==> config.mk <==
export PLATFORM = sky130hd
export DESIGN_NAME = operator_run_tokenizer
export DESIGN_NICKNAME = d
export VERILOG_FILES = /design/src/rtl/core/ort_pkg.sv /design/src/rtl/core/ort_front.sv /design/src/rtl/core/ort_fifo.sv /design/src/rtl/core/ort_back.sv /design/src/rtl/core/operator_run_tokenizer.sv
export VERILOG_INCLUDE_DIRS = /design/src /design/src/rtl/core
export SDC_FILE = /design/constraint.sdc
export NUM_CORES = 1
export LEC_CHECK = 0
export BUFFER_PORTS_ARGS = -buffer_cell sky130_fd_sc_hd__buf_2
export CORE_MARGIN = 2
export CORE_UTILIZATION = 40
export DETAILED_ROUTE_END_ITERATION = 8
export PLACE_DENSITY = 0.58
export SYNTH_ARGS = -nofsm -noshare
export SYNTH_HDL_FRONTEND = slang
export SYNTH_SLANG_ARGS = --single-unit
==> constraint.sdc <==
create_clock -name clk_i -period 3.6 [get_ports clk_i]
set_input_delay 0.72 -clock clk_i [delete_from_list [all_inputs] [get_ports clk_i]]
set_output_delay 0.72 -clock clk_i [all_outputs]
set_load 0.05 [all_outputs]
==> src/rtl/core/assert_macros.svh <==
// ---------------------------------------------------------------------------
// Assertion macros
// Concurrent assertion wrappers shared by the RTL. Synthesis builds define
// SYNTH, which turns every macro into an empty body.
// ---------------------------------------------------------------------------
`ifndef ASSERT_MACROS_SVH
`define ASSERT_MACROS_SVH

`ifndef SYNTH
// Property must hold at every clock edge outside reset.
`define ASSERT_ALWAYS(lbl, clk, rst_n, prop, msg) \
  lbl: assert property (@(posedge clk) disable iff (!rst_n) (prop)) else $error(msg);
// Condition must never be seen at a clock edge outside reset.
`define ASSERT_NEVER(lbl, clk, rst_n, prop, msg) \
  lbl: assert property (@(posedge clk) disable iff (!rst_n) !(prop)) else $error(msg);
`else
`define ASSERT_ALWAYS(lbl, clk, rst_n, prop, msg)
`define ASSERT_NEVER(lbl, clk, rst_n, prop, msg)
`endif

`endif

==> src/rtl/core/ort_pkg.sv <==
// ---------------------------------------------------------------------------
// Operator run tokenizer package
// Shared constants, token and queue entry types, character classification.
// ---------------------------------------------------------------------------
`default_nettype none

package ort_pkg;

  // Character codes with a special role
  localparam logic [7:0] NewlineCode = 8'd10;
  localparam logic [7:0] ColonCode   = 8'd58;
  localparam logic [7:0] QuoteCode   = 8'd39;
  localparam logic [7:0] BslashCode  = 8'd92;
  localparam logic [7:0] SlashCode   = 8'd47;

  // Run length bound and widths
  localparam int unsigned MaxRun    = 256;
  localparam int unsigned RunW      = $clog2(MaxRun + 1);
  localparam int unsigned TokLenW   = 9;

  // Queue between front and back
  localparam int unsigned FifoDepth = 4;
  localparam int unsigned PtrW      = $clog2(FifoDepth);
  localparam int unsigned CntW      = $clog2(FifoDepth + 1);

  typedef struct packed {
    logic [TokLenW-1:0] len;
    logic               op;
    logic               eol;
  } ort_tok_t;

  // One queue entry holds the results of one input character
  typedef struct packed {
    logic     two;
    ort_tok_t tok0;
    ort_tok_t tok1;
  } ort_entry_t;

  // Operator and bracket characters: : + - * % ! & | < > = ~ , ^ # _ $ ? @ . ' / \ [ ] { } ( )
  function automatic logic is_op_char(input logic [7:0] c);
    logic hit;
    hit = 1'b0;
    unique case (c)
      8'd58, 8'd43, 8'd45, 8'd42, 8'd37, 8'd33, 8'd38, 8'd124, 8'd60, 8'd62,
      8'd61, 8'd126, 8'd44, 8'd94, 8'd35, 8'd95, 8'd36, 8'd63, 8'd64, 8'd46,
      8'd39, 8'd47, 8'd92, 8'd91, 8'd93, 8'd123, 8'd125, 8'd40, 8'd41: hit = 1'b1;
      default: hit = 1'b0;
    endcase
    return hit;
  endfunction

  // Quote, backslash and slash wait for one character of lookahead
  function automatic logic is_prefix_char(input logic [7:0] c);
    return (c == QuoteCode) || (c == BslashCode) || (c == SlashCode);
  endfunction

  // Token length field keeps the low bits of the run count
  function automatic logic [TokLenW-1:0] run_to_len(input logic [RunW-1:0] r);
    logic [31:0] w;
    w = 32'(r);
    return w[TokLenW-1:0];
  endfunction

endpackage

`default_nettype wire

==> src/rtl/core/ort_front.sv <==
// ---------------------------------------------------------------------------
// Tokenizer front end
// Classifies each character, tracks the held prefix and the pending run,
// and pushes the tokens that the character completes into the queue.
// ---------------------------------------------------------------------------
`default_nettype none
`include "assert_macros.svh"

module ort_front (
  input  wire logic            clk_i,
  input  wire logic            rst_ni,
  input  wire logic            in_valid_i,
  output logic                 in_ready_o,
  input  wire logic [7:0]      char_code_i,
  input  wire logic            push_ready_i,
  output logic                 push_o,
  output ort_pkg::ort_entry_t  push_entry_o
);
  import ort_pkg::*;

  logic            prefix_q, prefix_d;
  logic [RunW-1:0] run_q, run_d;
  logic            accept;
  logic            c_nl, c_colon, c_pre, c_op, run_nz;
  logic [1:0]      n_res;
  ort_tok_t        tok0, tok1, op_tok, run_tok;

  assign in_ready_o = push_ready_i;
  assign accept     = in_valid_i && push_ready_i;

  // Classify the character
  assign c_nl    = (char_code_i == NewlineCode);
  assign c_colon = (char_code_i == ColonCode);
  assign c_pre   = is_prefix_char(char_code_i);
  assign c_op    = is_op_char(char_code_i);
  assign run_nz  = (run_q != '0);

  assign op_tok  = '{len: TokLenW'(1), op: 1'b1, eol: 1'b0};
  assign run_tok = '{len: run_to_len(run_q), op: 1'b0, eol: 1'b0};

  // Build the results and the next state
  always_comb begin
    tok0     = op_tok;
    tok1     = op_tok;
    n_res    = 2'd0;
    prefix_d = prefix_q;
    run_d    = run_q;
    if (prefix_q) begin
      prefix_d = 1'b0;
      n_res    = 2'd1;
      if (c_colon) begin
        tok0.len = TokLenW'(2);
      end else if (c_nl) begin
        tok0.eol = 1'b1;
      end else if (c_pre) begin
        prefix_d = 1'b1;
      end else if (c_op) begin
        n_res = 2'd2;
      end else if (run_q < RunW'(MaxRun)) begin
        run_d = run_q + RunW'(1);
      end
    end else begin
      priority if (c_nl) begin
        tok0     = run_tok;
        tok0.eol = 1'b1;
        n_res    = 2'd1;
        run_d    = '0;
      end else if (c_pre) begin
        tok0     = run_tok;
        n_res    = run_nz ? 2'd1 : 2'd0;
        run_d    = '0;
        prefix_d = 1'b1;
      end else if (c_op) begin
        if (run_nz) begin
          tok0  = run_tok;
          n_res = 2'd2;
        end else begin
          n_res = 2'd1;
        end
        run_d = '0;
      end else begin
        if (run_q < RunW'(MaxRun)) begin
          run_d = run_q + RunW'(1);
        end
      end
    end
  end

  assign push_o            = accept && (n_res != 2'd0);
  assign push_entry_o.two  = (n_res == 2'd2);
  assign push_entry_o.tok0 = tok0;
  assign push_entry_o.tok1 = tok1;

  // Advance state on each transfer
  always_ff @(posedge clk_i or negedge rst_ni) begin
    if (!rst_ni) begin
      prefix_q <= 1'b0;
      run_q    <= '0;
    end else if (accept) begin
      prefix_q <= prefix_d;
      run_q    <= run_d;
    end
  end

  `ASSERT_NEVER(a_prefix_with_run, clk_i, rst_ni, prefix_q && run_nz, "prefix held with run")
  `ASSERT_ALWAYS(a_run_bound, clk_i, rst_ni, run_q <= RunW'(MaxRun), "run count over bound")

endmodule

`default_nettype wire

==> src/rtl/core/ort_fifo.sv <==
// ---------------------------------------------------------------------------
// Tokenizer queue
// Short flop queue of result entries between front and back end.
// ---------------------------------------------------------------------------
`default_nettype none
`include "assert_macros.svh"

module ort_fifo (
  input  wire logic                 clk_i,
  input  wire logic                 rst_ni,
  input  wire logic                 push_i,
  input  wire ort_pkg::ort_entry_t  push_entry_i,
  output logic                      push_ready_o,
  input  wire logic                 pop_i,
  output logic                      head_valid_o,
  output ort_pkg::ort_entry_t       head_o
);
  import ort_pkg::*;

  ort_entry_t      mem_q [FifoDepth];
  logic [PtrW-1:0] wr_ptr_q, rd_ptr_q;
  logic [CntW-1:0] cnt_q;
  logic            do_push, do_pop;

  assign push_ready_o = (cnt_q != CntW'(FifoDepth));
  assign head_valid_o = (cnt_q != '0);
  assign head_o       = mem_q[rd_ptr_q];
  assign do_push      = push_i && push_ready_o;
  assign do_pop       = pop_i && head_valid_o;

  // Store entries
  always_ff @(posedge clk_i) begin
    if (do_push) begin
      mem_q[wr_ptr_q] <= push_entry_i;
    end
  end

  // Move pointers and fill count
  always_ff @(posedge clk_i or negedge rst_ni) begin
    if (!rst_ni) begin
      wr_ptr_q <= '0;
      rd_ptr_q <= '0;
      cnt_q    <= '0;
    end else begin
      if (do_push) begin
        wr_ptr_q <= (wr_ptr_q == PtrW'(FifoDepth - 1)) ? '0 : wr_ptr_q + PtrW'(1);
      end
      if (do_pop) begin
        rd_ptr_q <= (rd_ptr_q == PtrW'(FifoDepth - 1)) ? '0 : rd_ptr_q + PtrW'(1);
      end
      if (do_push && !do_pop) begin
        cnt_q <= cnt_q + CntW'(1);
      end else if (do_pop && !do_push) begin
        cnt_q <= cnt_q - CntW'(1);
      end
    end
  end

  `ASSERT_ALWAYS(a_cnt_bound, clk_i, rst_ni, cnt_q <= CntW'(FifoDepth), "queue count overflow")
  `ASSERT_NEVER(a_push_full, clk_i, rst_ni, push_i && !push_ready_o, "push into full queue")

endmodule

`default_nettype wire

==> src/rtl/core/ort_back.sv <==
// ---------------------------------------------------------------------------
// Tokenizer back end
// Takes queue entries apart into single tokens and drives the output
// register of the result channel.
// ---------------------------------------------------------------------------
`default_nettype none
`include "assert_macros.svh"

module ort_back (
  input  wire logic                 clk_i,
  input  wire logic                 rst_ni,
  input  wire logic                 head_valid_i,
  input  wire ort_pkg::ort_entry_t  head_i,
  output logic                      pop_o,
  output logic                      out_valid_o,
  input  wire logic                 out_ready_i,
  output ort_pkg::ort_tok_t         out_tok_o
);
  import ort_pkg::*;

  logic     out_valid_q, out_valid_d;
  ort_tok_t out_tok_q;
  logic     sel_q, sel_d;
  logic     load;
  ort_tok_t sel_tok;

  // Load a token when the output register is free or being drained
  assign load    = head_valid_i && (!out_valid_q || out_ready_i);
  assign sel_tok = sel_q ? head_i.tok1 : head_i.tok0;

  always_comb begin
    pop_o       = 1'b0;
    sel_d       = sel_q;
    out_valid_d = out_valid_q && !out_ready_i;
    if (load) begin
      out_valid_d = 1'b1;
      if (head_i.two && !sel_q) begin
        sel_d = 1'b1;
      end else begin
        sel_d = 1'b0;
        pop_o = 1'b1;
      end
    end
  end

  // Hold the output register
  always_ff @(posedge clk_i or negedge rst_ni) begin
    if (!rst_ni) begin
      out_valid_q <= 1'b0;
      sel_q       <= 1'b0;
    end else begin
      out_valid_q <= out_valid_d;
      sel_q       <= sel_d;
    end
  end

  always_ff @(posedge clk_i) begin
    if (load) begin
      out_tok_q <= sel_tok;
    end
  end

  assign out_valid_o = out_valid_q;
  assign out_tok_o   = out_tok_q;

  `ASSERT_NEVER(a_sel_no_head, clk_i, rst_ni, sel_q && !head_valid_i, "second token without entry")
  `ASSERT_ALWAYS(a_sel_two, clk_i, rst_ni, !sel_q || head_i.two, "second token of single entry")

endmodule

`default_nettype wire

==> src/rtl/core/operator_run_tokenizer.sv <==
// ---------------------------------------------------------------------------
// Operator run tokenizer
// Splits a character stream into tokens and reports each token's length.
// ---------------------------------------------------------------------------
// Input channel: one raw byte per transfer on char_code_i (in_valid_i /
// in_ready_o). Code 10 ends the line.
// Output channel: one token per transfer (out_valid_o / out_ready_i) with
// token_length_o, is_operator_o and end_of_line_o; the last token of a line
// carries end_of_line_o, a bare end of line has length 0.
// A result is pushed into the queue and then loaded into the output register.
// Throughput: one character per cycle while the queue has room; a
// character that completes two tokens takes two output transfers, as the
// single output register drains the four-entry queue between front and
// back end. Characters that complete no token (run members, held prefixes)
// take no output slot.
// Reset clears the held prefix, the pending run, the queue and the output.
// When the receiver stalls, the queue fills; in_ready_o drops only when all
// four entries are occupied.
// ---------------------------------------------------------------------------
`default_nettype none

module operator_run_tokenizer (
  input  wire logic       clk_i,
  input  wire logic       rst_ni,
  input  wire logic       in_valid_i,
  output logic            in_ready_o,
  input  wire logic [7:0] char_code_i,
  output logic            out_valid_o,
  input  wire logic       out_ready_i,
  output logic [8:0]      token_length_o,
  output logic            is_operator_o,
  output logic            end_of_line_o
);
  import ort_pkg::*;

  logic       push, push_ready, pop, head_valid;
  ort_entry_t push_entry, head;
  ort_tok_t   out_tok;

  ort_front u_front (
    .clk_i        (clk_i),
    .rst_ni       (rst_ni),
    .in_valid_i   (in_valid_i),
    .in_ready_o   (in_ready_o),
    .char_code_i  (char_code_i),
    .push_ready_i (push_ready),
    .push_o       (push),
    .push_entry_o (push_entry)
  );

  ort_fifo u_fifo (
    .clk_i        (clk_i),
    .rst_ni       (rst_ni),
    .push_i       (push),
    .push_entry_i (push_entry),
    .push_ready_o (push_ready),
    .pop_i        (pop),
    .head_valid_o (head_valid),
    .head_o       (head)
  );

  ort_back u_back (
    .clk_i        (clk_i),
    .rst_ni       (rst_ni),
    .head_valid_i (head_valid),
    .head_i       (head),
    .pop_o        (pop),
    .out_valid_o  (out_valid_o),
    .out_ready_i  (out_ready_i),
    .out_tok_o    (out_tok)
  );

  assign token_length_o = out_tok.len;
  assign is_operator_o  = out_tok.op;
  assign end_of_line_o  = out_tok.eol;

endmodule

`default_nettype wire

==> key figures, run 1 <==
Logic synthesis
  – Syn Nets: around 270
  – Unique masters post-synth: about 50
  – Synth Register Bits: 78
  – Top FF cell, synth: edfxtp_1
  – Biggest area consumer among synthesized cells: edfxtp_1
  – Seq/Total Area, Yosys: 0.628
  – Post-synthesis cell area: 3580 um^2
  – Yosys Warn Count: 0
  – Mean Syn Cell Area: 14.6 um^2
  – Top cells by area, synth: edfxtp_1 (49%), dfrtp_1 (13%), mux4_2 (7.5%), and2_1 (3.5%), ha_1 (2.8%)
  – Syn Inst Count: 245
  – Top cell type's share of synthesized area: 0.495
  – FFs w/ async S/R, synth: 0.244
  – Post-synth EDFFs: between 50 and 60

Route
  – DR vias: around 2000
  – Post-DRT Antenna Nets: 0
  – DR pass1 iterations: 4
  – Initial drt markers: roughly 140
  – Post-Route WL: 6.29 mm
  – Routed len/inst: 16.0 um
  – Vias/cell: 5.21
  – Residual DRC count: 0

Cells and area
  – # diodes: 0
  – Core Util, Final: 0.462
  – Fillers: between 700 and 800
  – Nets: between 300 and 400
  – Synth-to-Final Area Change: 12.5%
  – Share of cells above drive strength 1: 0.254

Power and ir drop
  – Sw Pwr: 0.956 mW
  – Switching share of power: 0.343
  – Sequential share of power: 0.447
  – Internal power: 1.83 mW
  – Clock network power share: 0.223
  – Power per cell area: roughly 690 nW/um^2
  – P_leak: ~1.5 nW
  – Worst vdd ir: around 0.2 mV
  – Combinational power share: 0.330

Floorplan
  – Core area: ~8700 um^2
  – Die height: 98.6 um
  – Row count: 34
  – IO Count: 25
  – Initial core utilization: 0.410
  – Chip width: 98.6 um
  – Die area: 9720 um^2

STA
  – Fin crit share: 0.796
  – Worst Tran Pin Value: 0.600 ns
  – Slew Viols, Final: 0
  – Final setup viols: 0
  – Unrepaired setup endpoints after global routing: no
  – Rel. slew slack: 0.599
  – Final Hold Vio Count: 0
  – Peak Freq: 349 MHz
  – Min cycle time layout: 2.87 ns
  – Setup TNS: 0 ns
  – Clk_skew: 0.0132 ns

Clocking
  – CTS Buffer Depth: 2
  – H-tree levels: 3
  – Clock root buffer: clkbuf_8
  – PostCTS Resize Cnt: 0
  – Clock sink count: 78
  – Number of setup buffers added after CTS: 0
  – CTS clock-pin slew for the worst setup and hold paths: 0.08 ns
  – Worst-skew pair later-pin latency: 0.35 ns
  – Total CTS buffers: 9
  – Post-CTS Hold Buffers: 0
  – CTS tree: built

Critical path
  – CP required: 3.87 ns
  – Crit-path slowest cell: nor3b_1
  – Crit path DAT: ~3.1 ns
  – Type of origin of the critical path: input port
  – Cells along the critical path: buf_2 -> nor3b_1 -> o221ai_1 -> o41ai_4 -> nor3_2 -> nor3_2 -> ha_1 -> inv_1 -> fa_1 -> xor2_1 -> nor2_1 -> xor2_1
  – Crit. End Element: register
  – Max stage delay on crit path: approximately 0.45 ns
  – Setup CP Type: in2reg
  – Critical Path Fanout Max: 8

Placed design
  – GPL Wtd Cong: between 0.8 and 0.9
  – HPWL after DPL: around 4.3 mm
  – PortBufs: 24

Run
  – Max cap viols: 0

Global route
  – Antenna violations before repair: 0
  – GRT overflow: 0
  – First-pass GRT wire length: 10.6 mm
  – Largest net degree at the start of global routing: 20
  – Vias in the first global route: slightly above 2000
  – Global-route usage over all layers: 0.143

Status
  – Status: completed

Worst hold path
  – Min-Delay Path Class: in2async
-- per-stage QoR --
step	hold WS (ns)	power [mW]	std cells	setup WS (ns)	cell area (um^2)
6_report	0.327	2.79	392	0.734	4030
3_5_place_dp	0.484	2.20	377	0.374	3840
5_1_grt	0.338	2.97	392	0.523	4030
2_1_floorplan	0.424	1.98	245	0.586	3580
3_3_place_gp	0.481	2.19	377	0.410	3840
4_1_cts	0.333	2.83	392	0.739	4030
-- synth_stat cells, types with 3 or more instances --
cell type	count
dfrtp_1	19
a21o_1	3
ha_1	8
mux4_2	12
or2_2	3
buf_6	3
o21ai_0	5
nor4_1	3
mux2_2	3
or4_1	4
nand2b_1	4
inv_1	11
and2_1	20
nor3_1	7
nor2_1	9
o31ai_1	4
a21oi_1	12
nand2_1	11
edfxtp_1	59
-- sequential cells by signal (all words and copies together) (netlist names) --
register and count:
u_back.out_tok_o 11, u_back.out_valid_o 1, u_back.sel_q 1, u_fifo.cnt_q 3
u_fifo.mem_q 48, u_fifo.rd_ptr_q 2, u_fifo.wr_ptr_q 2, u_front.prefix_q 1
u_front.run_q 9
-- metal layers --
metal  GRT usage  vias up  routed length, um
met5           0        -                  0
met4      0.0495        0                 90
met3      0.0447        6                211
met2       0.234       41               3140
met1       0.181      989               2850
li1            -     1007                  -
-- critical path, delay by kind of cell --
family | cells | cell delay [ns]
compound gates | 2 | 0.44
xor+xnor | 2 | 0.32
fa+ha+maj | 2 | 0.58
buf+inv | 2 | 0.18
simple gates | 4 | 0.90
-- cell type report --
cell class,instances,area [um^2],area share
Tap cell,108,135,0.0336
Inverter,11,41.3,0.0103
Timing Repair Buffer,32,180,0.0447
Multi-Input combinational cell,148,1240,0.307
Sequential cell,78,2250,0.558
Clock inverter,6,63.8,0.0158
Clock buffer,9,124,0.0308
-- cell usage in the layout, fill, tap and decap left out, types with 2 or more instances in the layout --
master and count:
or2_2 3, clkbuf_8 9, mux4_2 12, ha_1 8, o221ai_1 2, o31ai_1 4, or4_1 4, nor3_2 2
nor3_1 7, nor2b_1 2, clkinv_4 2, nor4_1 3, nand2_1 11, o21ai_0 5, a21oi_1 12, nand2b_1 4
nor4b_1 2, and4_1 2, mux2_2 3, buf_2 24, nand4_1 2, and2_1 20, nor2_1 9, inv_1 11
xor2_1 2, o2bb2ai_1 2, nand3_1 2, buf_4 8, and3_1 2, dfrtp_1 19, a21o_1 3, edfxtp_1 59
or3_1 2
-- power by group through the flow --
stage	clock (mW)	sequential [mW]	combinational, mW
CTS	0.644	1.25	0.938
detailed placement	0	1.27	0.936
global route	0.687	1.26	1.02
finish	0.623	1.25	0.920
global placement	0	1.26	0.929
floorplan	0	1.46	0.529
-- kinds of logic after synthesis --
family          after synthesis  synth area share
flops                        78             0.628
xor+xnor                      3           0.00734
fa+ha+maj                     9            0.0336
buf+inv                      19            0.0269
compound gates               37            0.0772
mux                          16            0.0881
simple gates                 83             0.139
-- final timing paths --
path	slack [ns]	startpoint	end	depth (start not counted)
worst max-delay path	0.73	char_code_i[5]	u_fifo.cnt_q[2]	12
worst min-delay path	0.33	rst_ni	u_front.run_q[4]	1
worst max register to register	1.03	u_front.run_q[0]	u_fifo.cnt_q[1]	10
worst min register to register	0.49	u_fifo.cnt_q[2]	u_fifo.cnt_q[2]	1
max in group asynchronous	2.94	rst_ni	u_fifo.rd_ptr_q[0]	1
min in group clk_i	0.49	u_fifo.cnt_q[2]	u_fifo.cnt_q[2]	1
No activity file was read; power rests on OpenSTA's default activity.
==> inputs of run 2 (changes only) <==
clock period = 2.7 ns   (was 3.6 ns; I/O delays follow)
==> key figures, run 2 (synthesis results as in run 1) <==
Clocking
  – Post-CTS Hold Buffers: 0
  – Clock root buffer: clkbuf_8
  – Worst-skew pair later-pin latency: 0.36 ns
  – Number of setup buffers added after CTS: 0
  – PostCTS Resize Cnt: 0
  – CTS Buffer Depth: 2
  – CTS clock-pin slew for the worst setup and hold paths: 0.09 ns
  – CTS tree: built
  – H-tree levels: 3
  – Total CTS buffers: 9
  – Clock sink count: 78

Power and ir drop
  – P_leak: 1.57 nW
  – Worst vdd ir: 0.445 mV
  – Power per cell area: 913 nW/um^2
  – Final Power: 3.88 mW

Worst hold path
  – Min-Delay Path Class: in2async

Cells and area
  – Largest register FFs: 48
  – Top reg by flops: u_fifo.mem_q
  – Synth-to-Final Area Change: 18.6%
  – Nets: roughly 320
  – Most common cell after layout, fill and taps aside: edfxtp_1
  – Design area: 4240 um^2
  – Commonest cells after routing, fill and taps aside: edfxtp_1 (59), buf_2 (24), buf_4 (22), and2_1 (20), dfrtp_1 (19)
  – Share of cells above drive strength 1: 0.325
  – # diodes: 0

STA
  – Min cycle time layout: 2.49 ns
  – Slew Viols, Final: 0
  – Rel. slew slack: 0.605
  – Final setup viols: 0
  – Final Hold Vio Count: 0
  – Fin crit share: 0.921
  – Peak Freq: 402 MHz
  – Unrepaired setup endpoints after global routing: no
  – Worst Tran Pin Value: 0.591 ns
  – Clk_skew: approximately 0.012 ns
  – Setup ws final: 0.214 ns

Route
  – Vias/cell: 5.24
  – Initial drt markers: 60
  – Residual DRC count: 0
  – Post-DRT Antenna Nets: 0
  – DR vias: ~2100
  – Routed len/inst: 16.2 um
  – DR pass1 iterations: 5
  – Post-Route WL: about 6.7 mm

Floorplan
  – Chip width: 98.6 um
  – Core area: 8720 um^2
  – Die height: 98.6 um
  – Row count: 34
  – Die area: 9720 um^2
  – IO Count: 25
  – Initial core utilization: 0.410

Critical path
  – Critical Path Fanout Max: 5
  – CP required: 2.94 ns
  – Setup CP Type: reg2reg
  – Reg-to-reg startpoint: u_front.run_q[0]
  – Crit. End Element: register
  – Type of origin of the critical path: register
  – Crit path DAT: 2.73 ns
  – Crit path from: u_front.run_q[0]

Global route
  – First-pass GRT wire length: ~11 mm
  – GRT overflow: 0
  – Global-route usage over all layers: 0.149
  – Vias in the first global route: 2125
  – Largest net degree at the start of global routing: 20
  – Antenna violations before repair: 0

Placed design
  – GPL Wtd Cong: 0.859
  – Pre-CTS WS: -0.122 ns
  – HPWL after DPL: 4.52 mm
  – DP Area: 4040 um^2
  – PortBufs: 24

Status
  – Status: completed

Run
  – Max cap viols: 0
run 2: cell types whose count changed in the layout (fill, tap and decap cells not counted), sizes merged:
cell and change:
clkinv -4, buf +17, inv +3, clkinvlp +2
run 2: final cells by class:
| cell class | count | area (um^2) |
|---|---|---|
| fill | 742 | 4480 |
| sequential | 78 | 2250 |
| multi-input combinational | 148 | 1270 |
| timing repair buffer | 49 | 345 |
| tap | 108 | 135 |
| clock buffer | 9 | 124 |
| clock inverter | 7 | 78.8 |
| inverter | 11 | 41.3 |
run 2: routing by layer:
metal / GRT usage / wire, um
met5: 0 / 0
met4: 0.0738 / 146
met3: 0.0319 / 228
met2: 0.233 / 3170
met1: 0.200 / 3110
run 2: critical path: stages, from the launching register on:
cell and delay, ns:
dfrtp_1 0.43, inv_1 0.10, ha_1 0.16, nor4b_1 0.24, nand2_1 0.15, nor3_1 0.28, nor3_2 0.08, ha_2 0.19
inv_2 0.05, fa_1 0.41, mux2_4 0.28
run 2: path summary, 6_finish.rpt:
| check | endpoint | slack (ns) | cells after the start |
|---|---|---|---|
| worst max-delay path | u_fifo.cnt_q[1] | 0.21 | 10 |
| worst min-delay path | u_back.sel_q | 0.12 | 1 |
| worst max register to register | u_fifo.cnt_q[1] | 0.21 | 10 |
| worst min register to register | u_fifo.cnt_q[2] | 0.50 | 1 |
| max in group asynchronous | u_front.run_q[8] | 2.25 | 1 |
| min in group clk_i | u_back.out_valid_o | 0.38 | 2 |
run 2: power by group:
| group | leakage [nW] | switching (mW) | internal, mW |
|---|---|---|---|
| Clock | 0.0929 | 0.456 | 0.436 |
| Sequential | 0.774 | 0.129 | 1.53 |
| Combinational | 0.704 | 0.774 | 0.550 |
run 2: metrics by stage:
step           instances  hold slack, ns  TNS [ns]   util
2_1_floorplan        245           0.244    -0.212      -
3_3_place_gp         394           0.486    -0.133  0.463
3_5_place_dp         394           0.488    -0.183  0.463
4_1_cts              410           0.132         0  0.487
5_1_grt              410           0.145         0  0.487
6_report             410           0.121         0  0.487
==> inputs of run 3 (changes only) <==
--- a/config.mk
+++ b/config.mk
@@ -10,4 +10,5 @@
 export CORE_MARGIN = 2
 export CORE_UTILIZATION = 40
+export CTS_CLUSTER_DIAMETER = 50
 export DETAILED_ROUTE_END_ITERATION = 8
 export PLACE_DENSITY = 0.58
==> constraint.sdc (replaced) <==
create_clock -name clk_i -period 2.7 [get_ports clk_i]
set_input_delay 0 -clock clk_i [delete_from_list [all_inputs] [get_ports clk_i]]
set_output_delay 0 -clock clk_i [all_outputs]
set_load 0.05 [all_outputs]
==> key figures, run 3 (synthesis results as in run 1) <==
STA
  – Fin crit share: 0.897
  – Final Hold Vio Count: 0
  – Final setup viols: 0
  – Slew Viols, Final: 0
  – Clk_skew: slightly below 0.01 ns
  – Rel. slew slack: 0.639
  – Unrepaired setup endpoints after global routing: no
  – Min cycle time layout: 2.42 ns
  – Worst hold slack: 0.150 ns
  – Peak Freq: 413 MHz
  – Worst Tran Pin Value: 0.540 ns
  – Setup TNS: 0 ns

Critical path
  – R2R setup slack: 0.28 ns
  – Crit path DAT: ~2.7 ns
  – Worst path bufs/invs: 2
  – Setup CP Type: reg2reg
  – Max stage delay on crit path: 0.42 ns
  – Crit-path leading delay family: adder cells
  – Critical Path Fanout Max: 5
  – CP required: 2.93 ns
  – Type of origin of the critical path: register
  – Cells along the critical path: inv_1 -> ha_1 -> nor4b_1 -> nand2_1 -> nor3_1 -> nor3_2 -> ha_1 -> inv_1 -> fa_1 -> mux2_2
  – Crit-path slowest cell: dfrtp_1
  – Crit. End Element: register

Global route
  – First-pass GRT wire length: between 10 and 15 mm
  – Routing usage on met2: 0.249
  – Largest net degree at the start of global routing: 20
  – Vias in the first global route: 2113
  – Global-route usage over all layers: 0.145
  – GRT overflow: 0
  – Met1 Use GR: 0.178
  – Grt met3 use: 0.0362
  – Antenna violations before repair: 0
  – Most used routing layer: met2

Route
  – Initial drt markers: 101
  – Residual DRC count: 0
  – Post-Route WL: 6.44 mm
  – Routed len/inst: between 15 and 20 um
  – Post-DRT Antenna Nets: 0
  – DR pass1 iterations: 4
  – Vias/cell: ~5.3
  – DR vias: 2117

Worst hold path
  – Min-Delay Path Class: in2async

Power and ir drop
  – Clock network power share: 0.231
  – Switching share of power: 0.336
  – Final Power: around 3.8 mW
  – Power per cell area: 923 nW/um^2
  – Sw Pwr: 1.27 mW
  – Worst vdd ir: 0.383 mV
  – Combinational power share: 0.329
  – P_leak: 1.50 nW
  – Internal power: ~2.5 mW
  – Sequential share of power: 0.440

Clocking
  – PostCTS Resize Cnt: 0
  – H-tree levels: 3
  – Worst-skew pair later-pin latency: approximately 0.34 ns
  – Clock root buffer: clkbuf_8
  – Number of setup buffers added after CTS: 0
  – Post-CTS Hold Buffers: 2
  – CTS tree: built
  – Clock sink count: 78
  – Total CTS buffers: 9
  – CTS Buffer Depth: 2
  – CTS clock-pin slew for the worst setup and hold paths: 0.08 ns

Cells and area
  – Nets: 307
  – Most common cell after layout, fill and taps aside: edfxtp_1
  – # diodes: 0
  – Top reg by flops: u_fifo.mem_q
  – Fin cells: 399
  – Commonest cells after routing, fill and taps aside: edfxtp_1 (59), buf_2 (24), and2_1 (20), dfrtp_1 (19)
  – Share of cells above drive strength 1: 0.261
  – Synth-to-Final Area Change: 14.4%
  – Largest register FFs: 48

Placed design
  – HPWL after DPL: around 4.4 mm
  – GPL Wtd Cong: 0.851
  – Cell total after placement: 381
  – PortBufs: 24

Floorplan
  – Row count: 34
  – Chip width: roughly 99 um
  – Core area: 8720 um^2
  – IO Count: 25
  – Die area: 9720 um^2
  – Die height: ~99 um
  – Initial core utilization: 0.410

Status
  – Status: completed

Run
  – Max cap viols: 0
-- run 3: power by group through the flow --
stage	logic, mW	clock network (mW)	registers (mW)
after floorplan	0.708	0	1.94
final	1.24	0.873	1.66
after global routing	1.38	0.954	1.69
after detailed placement	1.27	0	1.69
after CTS	1.28	0.899	1.66
after global placement	1.25	0	1.68
-- run 3: layout make-up --
cell class,instances,area (um^2)
clock buffer,12,155
sequential,78,2250
multi-input combinational,148,1240
fill,791,4630
timing repair buffer,38,230
clock inverter,4,45.0
inverter,11,41.3
tap,108,135
-- run 3: through the flow --
stage / cell area, um^2 / worst slack (ns) / utilization
global route: 4090 / 0.134 / 0.469
floorplan: 3580 / 0.126 / -
CTS: 4090 / 0.286 / 0.469
finish: 4090 / 0.278 / 0.469
global placement: 3870 / 0.244 / 0.444
detailed placement: 3870 / 0.200 / 0.444
-- run 3: routing by layer --
metal	share of wire	vias up
li1	-	1019
met1	0.44	1037
met2	0.51	52
met3	0.039	9
met4	0.012	0
met5	0	-
-- run 3: worst paths after layout --
kind | from | to | cells past startpoint
min in group clk_i | char_code_i[3] | u_fifo.mem_q[3][0] | 2
worst min register to register | u_fifo.cnt_q[2] | u_fifo.cnt_q[2] | 1
worst min-delay path | rst_ni | u_back.sel_q | 2
worst max register to register | u_front.run_q[0] | u_fifo.cnt_q[1] | 10
worst max-delay path | u_front.run_q[0] | u_fifo.cnt_q[1] | 10
max in group asynchronous | rst_ni | u_front.run_q[5] | 2
